File: src/rtl/kdlp_pkg.sv
package kdlp_pkg;

   // key phase codes
   localparam logic [1:0] PHASE_IDLE    = 2'd0;
   localparam logic [1:0] PHASE_PRESSED = 2'd1;
   localparam logic [1:0] PHASE_LONG    = 2'd2;

   // event codes
   localparam logic [2:0] EV_NONE         = 3'd0;
   localparam logic [2:0] EV_PRESS        = 3'd1;
   localparam logic [2:0] EV_CLICK        = 3'd2;
   localparam logic [2:0] EV_LONG_PRESS   = 3'd3;
   localparam logic [2:0] EV_LONG_RELEASE = 3'd4;

   // item actions
   localparam logic ACT_SCAN = 1'b0;
   localparam logic ACT_READ = 1'b1;

   // register indexes
   localparam logic [1:0] CSR_KEY_ENABLE  = 2'd0;
   localparam logic [1:0] CSR_ACTIVE_HIGH = 2'd1;
   localparam logic [1:0] CSR_DEBOUNCE    = 2'd2;
   localparam logic [1:0] CSR_LONG_PRESS  = 2'd3;

   localparam logic [15:0] DEBOUNCE_RESET   = 16'd20;
   localparam logic [15:0] LONG_PRESS_RESET = 16'd1000;

   // the raw level, enable and polarity words are eight bits wide
   localparam int MAX_LANES = 8;

   typedef struct packed {
      logic [1:0] phase;
      logic [2:0] evt;
   } lane_status_type;

   typedef struct packed {
      logic [1:0] key_state;
      logic [2:0] key_event;
      logic [7:0] pending_mask;
   } result_type;

endpackage

File: src/rtl/kdlp_if.sv
interface kdlp_req_if;
   logic        valid;
   logic        ready;
   logic        action;
   logic [31:0] now_ms;
   logic [7:0]  raw_levels;
   logic [2:0]  key_index;

   modport source (output valid, output action, output now_ms, output raw_levels,
                   output key_index, input ready);
   modport sink (input valid, input action, input now_ms, input raw_levels,
                 input key_index, output ready);
endinterface

interface kdlp_rsp_if;
   logic       valid;
   logic       ready;
   logic [1:0] key_state_out;
   logic [2:0] key_event_out;
   logic [7:0] pending_mask;

   modport source (output valid, output key_state_out, output key_event_out,
                   output pending_mask, input ready);
   modport sink (input valid, input key_state_out, input key_event_out,
                 input pending_mask, output ready);
endinterface

File: src/rtl/kdlp_lane.sv
module kdlp_lane (
   input  logic                     clock,
   input  logic                     reset,
   input  logic                     scan_en,
   input  logic                     clear_en,
   input  logic [31:0]              now_ms,
   input  logic                     raw_bit,
   input  logic                     polarity_bit,
   input  logic [15:0]              debounce_ms,
   input  logic [15:0]              long_press_ms,
   output kdlp_pkg::lane_status_type cur_status,
   output kdlp_pkg::lane_status_type next_status
);

   logic        last_level_ff, last_level_in;
   logic [31:0] change_stamp_ff, change_stamp_in;
   logic [1:0]  phase_ff, phase_in;
   logic [2:0]  pending_ff, pending_in;

   logic        level;
   logic        changed;
   logic [31:0] elapsed;
   logic        stable;
   logic        held_long;

   // pressed when the pin matches its polarity bit
   assign level     = raw_bit ~^ polarity_bit;
   assign changed   = level != last_level_ff;
   assign elapsed   = changed ? 32'd0 : (now_ms - change_stamp_ff);
   assign stable    = elapsed > {16'd0, debounce_ms};
   assign held_long = elapsed > {16'd0, long_press_ms};

   always_comb begin
      last_level_in   = last_level_ff;
      change_stamp_in = change_stamp_ff;
      phase_in        = phase_ff;
      pending_in      = pending_ff;
      if (scan_en) begin
         if (changed) begin
            last_level_in   = level;
            change_stamp_in = now_ms;
         end
         if (stable) begin
            if (level && phase_ff == kdlp_pkg::PHASE_IDLE) begin
               phase_in   = kdlp_pkg::PHASE_PRESSED;
               pending_in = kdlp_pkg::EV_PRESS;
            end else if (!level && phase_ff != kdlp_pkg::PHASE_IDLE) begin
               pending_in = (phase_ff == kdlp_pkg::PHASE_LONG) ?
                            kdlp_pkg::EV_LONG_RELEASE : kdlp_pkg::EV_CLICK;
               phase_in   = kdlp_pkg::PHASE_IDLE;
            end
            // press and long press in one scan collapse to long press
            if (level && phase_in == kdlp_pkg::PHASE_PRESSED && held_long) begin
               phase_in   = kdlp_pkg::PHASE_LONG;
               pending_in = kdlp_pkg::EV_LONG_PRESS;
            end
         end
      end
      if (clear_en) begin
         pending_in = kdlp_pkg::EV_NONE;
      end
   end

   always_ff @(posedge clock) begin
      if (reset) begin
         last_level_ff   <= 1'b0;
         change_stamp_ff <= 32'd0;
         phase_ff        <= kdlp_pkg::PHASE_IDLE;
         pending_ff      <= kdlp_pkg::EV_NONE;
      end else begin
         last_level_ff   <= last_level_in;
         change_stamp_ff <= change_stamp_in;
         phase_ff        <= phase_in;
         pending_ff      <= pending_in;
      end
   end

   assign cur_status.phase  = phase_ff;
   assign cur_status.evt    = pending_ff;
   assign next_status.phase = phase_in;
   assign next_status.evt   = pending_in;

endmodule

File: src/rtl/kdlp_merge.sv
module kdlp_merge #(
   parameter int LANES = 8
) (
   input  logic                      action,
   input  logic [2:0]                key_index,
   input  logic [LANES-1:0]          enable,
   input  kdlp_pkg::lane_status_type cur_status  [LANES],
   input  kdlp_pkg::lane_status_type next_status [LANES],
   output kdlp_pkg::result_type      result
);

   always_comb begin
      result.key_state    = kdlp_pkg::PHASE_IDLE;
      result.key_event    = kdlp_pkg::EV_NONE;
      result.pending_mask = 8'd0;
      for (int k = 0; k < LANES; k++) begin
         if (enable[k] && key_index == 3'(k)) begin
            result.key_state = next_status[k].phase;
            if (action == kdlp_pkg::ACT_READ) begin
               result.key_event = cur_status[k].evt;
            end
         end
         result.pending_mask[k] = enable[k] && (next_status[k].evt != kdlp_pkg::EV_NONE);
      end
   end

endmodule

File: src/rtl/key_debounce_long_press_unit.sv
// Debouncer with press, click, long-press and long-release detection for up to
// eight keys. Each key has its own lane (level normalize, timer subtract, two
// compares, phase update), so a scan or read word is taken every cycle and its
// result word is loaded into the output register when it is accepted. The
// input stalls only while that register is full and the result is not being
// taken. Timestamps wrap modulo 2^32; a scan result carries event 0, a read
// returns and clears the indexed key's pending event. Write the control
// registers only while no word is in flight. Keys at or beyond eight are never
// enabled and get no lane.
module key_debounce_long_press_unit #(
   parameter int NUM_KEYS = 8
) (
   input  logic        clock,
   input  logic        reset,
   kdlp_req_if.sink    req_ch,
   kdlp_rsp_if.source  rsp_ch,
   input  logic        csr_we,
   input  logic [1:0]  csr_index,
   input  logic [15:0] csr_wdata
);

   localparam int LANES = (NUM_KEYS < kdlp_pkg::MAX_LANES) ? NUM_KEYS : kdlp_pkg::MAX_LANES;

   logic [7:0]  key_enable_ff;
   logic [7:0]  active_high_ff;
   logic [15:0] debounce_ff;
   logic [15:0] long_press_ff;

   logic rsp_valid_ff, rsp_valid_in;
   kdlp_pkg::result_type rsp_data_ff;
   kdlp_pkg::result_type merged;

   logic accept;
   logic [LANES-1:0] scan_en;
   logic [LANES-1:0] clear_en;
   kdlp_pkg::lane_status_type cur_status  [LANES];
   kdlp_pkg::lane_status_type next_status [LANES];

   always_ff @(posedge clock) begin
      if (reset) begin
         key_enable_ff  <= 8'd0;
         active_high_ff <= 8'd0;
         debounce_ff    <= kdlp_pkg::DEBOUNCE_RESET;
         long_press_ff  <= kdlp_pkg::LONG_PRESS_RESET;
      end else if (csr_we) begin
         unique case (csr_index)
            kdlp_pkg::CSR_KEY_ENABLE:  key_enable_ff  <= csr_wdata[7:0];
            kdlp_pkg::CSR_ACTIVE_HIGH: active_high_ff <= csr_wdata[7:0];
            kdlp_pkg::CSR_DEBOUNCE:    debounce_ff    <= csr_wdata;
            kdlp_pkg::CSR_LONG_PRESS:  long_press_ff  <= csr_wdata;
            default: ;
         endcase
      end
   end

   assign req_ch.ready = !rsp_valid_ff || rsp_ch.ready;
   assign accept       = req_ch.valid && req_ch.ready;

   for (genvar k = 0; k < LANES; k++) begin : g_lane
      assign scan_en[k]  = accept && req_ch.action == kdlp_pkg::ACT_SCAN && key_enable_ff[k];
      assign clear_en[k] = accept && req_ch.action == kdlp_pkg::ACT_READ && key_enable_ff[k]
                           && req_ch.key_index == 3'(k);

      kdlp_lane u_lane (
         .clock         (clock),
         .reset         (reset),
         .scan_en       (scan_en[k]),
         .clear_en      (clear_en[k]),
         .now_ms        (req_ch.now_ms),
         .raw_bit       (req_ch.raw_levels[k]),
         .polarity_bit  (active_high_ff[k]),
         .debounce_ms   (debounce_ff),
         .long_press_ms (long_press_ff),
         .cur_status    (cur_status[k]),
         .next_status   (next_status[k])
      );
   end

   kdlp_merge #(
      .LANES (LANES)
   ) u_merge (
      .action      (req_ch.action),
      .key_index   (req_ch.key_index),
      .enable      (key_enable_ff[LANES-1:0]),
      .cur_status  (cur_status),
      .next_status (next_status),
      .result      (merged)
   );

   // result register: loads on accept, drains when taken
   always_comb begin
      rsp_valid_in = rsp_valid_ff;
      if (accept) begin
         rsp_valid_in = 1'b1;
      end else if (rsp_ch.ready) begin
         rsp_valid_in = 1'b0;
      end
   end

   always_ff @(posedge clock) begin
      if (reset) begin
         rsp_valid_ff <= 1'b0;
      end else begin
         rsp_valid_ff <= rsp_valid_in;
      end
   end

   always_ff @(posedge clock) begin
      if (accept) begin
         rsp_data_ff <= merged;
      end
   end

   assign rsp_ch.valid         = rsp_valid_ff;
   assign rsp_ch.key_state_out = rsp_data_ff.key_state;
   assign rsp_ch.key_event_out = rsp_data_ff.key_event;
   assign rsp_ch.pending_mask  = rsp_data_ff.pending_mask;

`ifndef SYNTHESIS
   // a read of enabled key 0 clears the pending event of that key
   a_read_clears: assert property (@(posedge clock) disable iff (reset)
      (accept && req_ch.action == kdlp_pkg::ACT_READ && req_ch.key_index == 3'd0
       && key_enable_ff[0])
      |=> cur_status[0].evt == kdlp_pkg::EV_NONE)
      else $error("read did not clear key 0 event");

   // a pending press is only ever seen with the key still pressed
   a_press_phase: assert property (@(posedge clock) disable iff (reset)
      (rsp_valid_ff && rsp_data_ff.key_event == kdlp_pkg::EV_PRESS)
      |-> rsp_data_ff.key_state == kdlp_pkg::PHASE_PRESSED)
      else $error("press event without pressed phase");

   a_long_phase: assert property (@(posedge clock) disable iff (reset)
      (rsp_valid_ff && rsp_data_ff.key_event == kdlp_pkg::EV_LONG_PRESS)
      |-> rsp_data_ff.key_state == kdlp_pkg::PHASE_LONG)
      else $error("long press event without long phase");

   a_release_phase: assert property (@(posedge clock) disable iff (reset)
      (rsp_valid_ff && (rsp_data_ff.key_event == kdlp_pkg::EV_CLICK
                        || rsp_data_ff.key_event == kdlp_pkg::EV_LONG_RELEASE))
      |-> rsp_data_ff.key_state == kdlp_pkg::PHASE_IDLE)
      else $error("release event without idle phase");

   // a scan never reports an event
   a_scan_no_event: assert property (@(posedge clock) disable iff (reset)
      (accept && req_ch.action == kdlp_pkg::ACT_SCAN)
      |=> rsp_data_ff.key_event == kdlp_pkg::EV_NONE)
      else $error("scan result carries an event");
`endif

endmodule

File: src/flat_wrapper.sv
// flat-port wrapper written by rule: the top's interface ports become plain ports
module key_debounce_long_press_unit_flat 
#(
   parameter int NUM_KEYS = 8
)
  (clock, reset, csr_we, csr_index, csr_wdata, req_ch_valid, req_ch_action, req_ch_now_ms, req_ch_raw_levels, req_ch_key_index, req_ch_ready, rsp_ch_valid, rsp_ch_key_state_out, rsp_ch_key_event_out, rsp_ch_pending_mask, rsp_ch_ready);
  kdlp_req_if req_ch_i ();
  kdlp_rsp_if rsp_ch_i ();
  input  logic clock;
  input  logic reset;
  input  logic csr_we;
  input  logic [1:0] csr_index;
  input  logic [15:0] csr_wdata;
  input wire logic [$bits(req_ch_i.valid)-1:0] req_ch_valid;
  input wire logic [$bits(req_ch_i.action)-1:0] req_ch_action;
  input wire logic [$bits(req_ch_i.now_ms)-1:0] req_ch_now_ms;
  input wire logic [$bits(req_ch_i.raw_levels)-1:0] req_ch_raw_levels;
  input wire logic [$bits(req_ch_i.key_index)-1:0] req_ch_key_index;
  output wire logic [$bits(req_ch_i.ready)-1:0] req_ch_ready;
  output wire logic [$bits(rsp_ch_i.valid)-1:0] rsp_ch_valid;
  output wire logic [$bits(rsp_ch_i.key_state_out)-1:0] rsp_ch_key_state_out;
  output wire logic [$bits(rsp_ch_i.key_event_out)-1:0] rsp_ch_key_event_out;
  output wire logic [$bits(rsp_ch_i.pending_mask)-1:0] rsp_ch_pending_mask;
  input wire logic [$bits(rsp_ch_i.ready)-1:0] rsp_ch_ready;
  assign req_ch_i.valid = req_ch_valid;
  assign req_ch_i.action = req_ch_action;
  assign req_ch_i.now_ms = req_ch_now_ms;
  assign req_ch_i.raw_levels = req_ch_raw_levels;
  assign req_ch_i.key_index = req_ch_key_index;
  assign req_ch_ready = req_ch_i.ready;
  assign rsp_ch_valid = rsp_ch_i.valid;
  assign rsp_ch_key_state_out = rsp_ch_i.key_state_out;
  assign rsp_ch_key_event_out = rsp_ch_i.key_event_out;
  assign rsp_ch_pending_mask = rsp_ch_i.pending_mask;
  assign rsp_ch_i.ready = rsp_ch_ready;
  key_debounce_long_press_unit #(.NUM_KEYS(NUM_KEYS)) u_core (.clock(clock), .reset(reset), .req_ch(req_ch_i), .rsp_ch(rsp_ch_i), .csr_we(csr_we), .csr_index(csr_index), .csr_wdata(csr_wdata));
endmodule
File: config.mk
export PLATFORM = sky130hd
export DESIGN_NAME = key_debounce_long_press_unit_flat
export DESIGN_NICKNAME = d
export VERILOG_FILES = /design/src/rtl/kdlp_pkg.sv /design/src/rtl/kdlp_if.sv /design/src/rtl/kdlp_lane.sv /design/src/rtl/kdlp_merge.sv /design/src/rtl/key_debounce_long_press_unit.sv /design/src/flat_wrapper.sv
export SDC_FILE = /design/constraint.sdc
export NUM_CORES = 2
export LEC_CHECK = 0
export BUFFER_PORTS_ARGS = -buffer_cell sky130_fd_sc_hd__buf_2
export CORE_UTILIZATION = 65
export CTS_BUF_LIST = sky130_fd_sc_hd__clkbuf_16
export CTS_CLUSTER_DIAMETER = 50
export DETAILED_ROUTE_END_ITERATION = 10
export GPL_ROUTABILITY_DRIVEN = 0
export HOLD_SLACK_MARGIN = 0.12
export MAX_ROUTING_LAYER = met4
export PLACE_DENSITY = 0.88
export SETUP_SLACK_MARGIN = 0.05
export SYNTH_ARGS = -nofsm -noshare
export SYNTH_HDL_FRONTEND = slang
export SYNTH_SLANG_ARGS = --single-unit
File: constraint.sdc
create_clock -name clock -period 5.8 [get_ports clock]
set_input_delay 0.29 -clock clock [delete_from_list [all_inputs] [get_ports clock]]
set_output_delay 0.29 -clock clock [all_outputs]
set_load 0.01 [all_outputs]
==> impl_results.md <==
* Element type at the critical path start: input port
* Net total in the final layout at between 5000 and 6000
* Synthesized flop and latch total at around 370
* Number of clock sinks at ~370
* Highest routed layer: met4
* Total count of hold-check failures in the final report at 0
* Least-Margin Pin Slew at 1370 ps
* Post-route DRC at 0
* Fin Clk Skew at ~40 ps
* All-layer global routing usage at between 40% and 50%
* Wire length of the first global-routing pass at 185 mm
* Largest net degree at the start of global routing at approximately 140
* Total number of vias at just under 40000
* Synth area leader: dfxtp_1
* Total number of placement rows at 86
* Post-Route Setup TNS at 0 ps
* Unrepaired setup endpoints after global routing: false
* Register area share after synthesis at between 20 and 25%
* Fillers at around 4300
* TritonCTS clock tree: done
* Max Fanout on Critical Path at 7
* Post-detailed-route via-to-cell ratio at about 6.6
* Count of final max-slew check failures at 0
* Final Critical Period at between 5000 and 6000 ps
* Routed length on met2 at 48.0 mm
* Deepest clock path buffer count at 3
* Power per standard cell area at 208 nW/um2
* Worst voltage drop across the vdd grid at roughly 0.23 mV
* Die height at around 240 um
* Met1 WL at roughly 46 mm
* Antenna-violating nets left at 0
* Max-slew headroom at the worst pin at just under 9%
* Yosys warnings at 0
* Level count of the clock H-tree at 2
* TritonRoute pass-1 iters at 8
* Die footprint at between 50000 and 60000 um2
* Violation count after the first detailed-routing iteration at approximately 4500
* Class of the worst hold path: input port to flop
* Total setup buffers inserted after CTS at 0
* IO Count at ~80
* EDFF count, synth at 13
* Floorplan die width at roughly 240 um
* # placed instances at roughly 5700
* Total CTS buffers at 52
* Average wire per standard cell at roughly 20 um
* Area share of the largest cell type after synthesis at about a fifth
* Synthesized area per cell at just over 7 um2
* Layout overhead on the synthesized area at 9.02%
* Number of global-route vias before repair at between 30000 and 40000
* Clock insertion delay at the later pin of the skew report at about 640 ps
* Crit path capture type: flop
* Period utilisation layout at 95.8%
* Synth Instances at around 5000
* Critical path type: input port to flop
* Data required time of the critical path at between 6000 and 7000 ps
* Top cells by area in the synthesized netlist: dfxtp_1, ha_1, nand2_1, a21oi_1, nor2_1
* Dpl hpwl at around 86 mm
* # Max-Cap Violations at 0
* Number of unique standard cell types used by synthesis at between 100 and 150
* Fraction of final layout cells with drive strength greater than 1 at ~6.3%
* Number of buffer cells added on primary ports at 81
* Number of antenna violations at the first check in global routing at 1
* Routed met3 length at 15.7 mm
* Result of the run: finished, final reports clean
* Clock Root Buffer: clkbuf_16
* GRT overflow at 0
* Area of the core region at ~55000 um2
* CTS clk-pin slew, worst paths at 60 ps
* Achievable Freq at approximately 0.18 GHz
* Final WL at 118 mm
* Final std cells w/o fill at 5849
* Main flop type after synthesis: dfxtp_1
* Share of synthesized registers carrying an async set or reset at 0%
* Syn nets at approximately 5600
* # setup viols final at 0
* Endpoint arrival time on the critical path at between 5000 and 6000 ps
* Initial core utilization at about two thirds
* Static Leak at 15.5 nW
* Combined area of all synthesized cells at between 30000 and 40000 um2
==> worst paths after layout <==
path	start	end	cells after the start	slack [ps]
setup / recovery	req_ch_now_ms[0]	u_core.rsp_ch.key_state_out[1]$_DFFE_PP_	25	240
hold / removal	req_ch_now_ms[24]	u_core.g_lane[7].u_lane.change_stamp_ff[24]$_SDFFE_PP0P_	3	140
setup reg to reg	u_core.g_lane[2].u_lane.change_stamp_ff[0]$_SDFFE_PP0P_	u_core.rsp_ch.key_state_out[1]$_DFFE_PP_	22	560
hold reg to reg	u_core.g_lane[6].u_lane.change_stamp_ff[19]$_SDFFE_PP0P_	u_core.g_lane[6].u_lane.change_stamp_ff[19]$_SDFFE_PP0P_	2	450
==> metrics by stage <==
stage | power (mW) | util, % | cell area [um2] | setup WS (ps) | hold slack [ps]
2_1_floorplan | 4.22 | - | 36200 | 618 | 408
3_3_place_gp | 4.76 | 67.9 | 37400 | 465 | 441
3_5_place_dp | 4.83 | 67.9 | 37400 | 341 | 446
4_1_cts | 8.10 | 71.6 | 39400 | 376 | 120
5_1_grt | 8.51 | 71.6 | 39500 | 55.4 | 138
6_report | 8.19 | 71.6 | 39500 | 243 | 139
==> kinds of logic after synthesis <==
family | after synthesis | synth area share (%)
flip-flops | 366 | 20.6
buffers and inverters | 566 | 5.99
AND/OR/NAND/NOR | 1876 | 24.0
multiplexers | 41 | 1.17
adder cells (fa/ha/maj) | 511 | 17.8
AO/OA/AOI/OAI | 1473 | 26.0
XOR/XNOR | 185 | 4.48
==> flip-flops by register name, indices dropped and copies added (netlist names), 8 cells and up <==
signal,count
u_core.g_lane.u_lane.change_stamp_ff,256
u_core.g_lane.u_lane.last_level_ff,8
u_core.debounce_ff,16
u_core.g_lane.u_lane.pending_ff,24
u_core.rsp_ch.pending_mask,8
u_core.g_lane.u_lane.phase_ff,16
u_core.active_high_ff,8
u_core.long_press_ff,16
u_core.key_enable_ff,8
==> cell type report <==
class                           instances  area [um2]  share of cell area (%)
Sequential cell                       366        7460                    18.9
Tap cell                              748         936                    2.37
Inverter                              354        1330                    3.37
Antenna cell                            1        2.50                 0.00634
Timing Repair Buffer                  197        1390                    3.52
Clock buffer                           54        1350                    3.42
Multi-Input combinational cell       4086       26600                    67.4
Clock inverter                         43         403                    1.02
==> where the power goes <==
part | total (mW) | switching, mW | internal (mW)
logic | 2.33 | 1.45 | 0.872
registers | 2.59 | 0.0305 | 2.56
clock network | 3.28 | 1.37 | 1.91
==> layer usage <==
layer	track usage, %	up-vias
li1	-	18000
met3	10.7	588
met5	-	-
met4	24.7	0
met2	59.8	2374
met1	52.3	17400
==> cells in the mapped netlist, types with 51 or more instances <==
library cell	count
inv_1	354
ha_1	502
a21oi_1	598
nand2b_1	56
nor2_1	383
xor2_1	88
nand3_1	97
xnor2_1	97
a21o_1	145
o21ai_0	195
and3_1	51
nand2_1	842
o211ai_1	51
nor3_1	88
nor2b_1	71
clkbuf_1	169
dfxtp_1	353
nand4_1	97
o21a_1	64
==> placed cells by master, fill, tap and decap left out, drive strengths merged, types with 15 or more instances in the layout <==
cell type / synthesis / routed
buf: 14 / 166
o31ai: 18 / 18
o31a: 15 / 15
a21oi: 600 / 600
nor4: 20 / 20
or3: 20 / 20
xnor2: 97 / 97
a21o: 145 / 145
o211ai: 54 / 54
o21a: 64 / 64
and3: 51 / 51
nand2b: 56 / 56
clkbuf: 198 / 54
o21ai: 214 / 214
nand2: 842 / 842
nor3: 89 / 89
nand3: 97 / 97
nand4: 97 / 97
clkinv: 0 / 20
o21bai: 31 / 31
dfxtp: 353 / 353
ha: 502 / 502
nor2b: 72 / 72
and4: 16 / 16
inv: 354 / 373
nor3b: 19 / 19
or2: 15 / 15
a31oi: 47 / 47
a211oi: 55 / 55
dlygate4sd3: 0 / 31
xor2: 88 / 88
nor2: 383 / 383
a2111oi: 17 / 17
o2111ai: 18 / 18
and2: 43 / 43
a221oi: 20 / 20
mux2i: 34 / 34
a211o: 21 / 21
a21boi: 23 / 23
==> critical path, cell delays in order <==
cell and delay, ps:
dlygate4sd3_1 530, buf_2 150, inv_1 260, ha_1 230
inv_1 60, fa_1 400, a21o_1 210, a221oi_2 440
o21a_1 230, o211ai_1 110, a21oi_1 200, xor2_1 170
nor2_1 90, ha_1 280, nand2_1 70, nor2_1 170
nand3_1 140, or3_1 450, o2111ai_1 110, nand3_1 180
o21a_1 300, mux2i_1 240, nor3b_1 110, a211oi_1 310
nand4_1 140
==> what timing repair did <==
item / CTS / global route
hold endpoints to repair: 75 / 0
resized for setup: 0 / 2
endpoints found under the setup margin: 0 / 4
hold buffers: 31 / 0
Power figures use the tool's default switching activity.
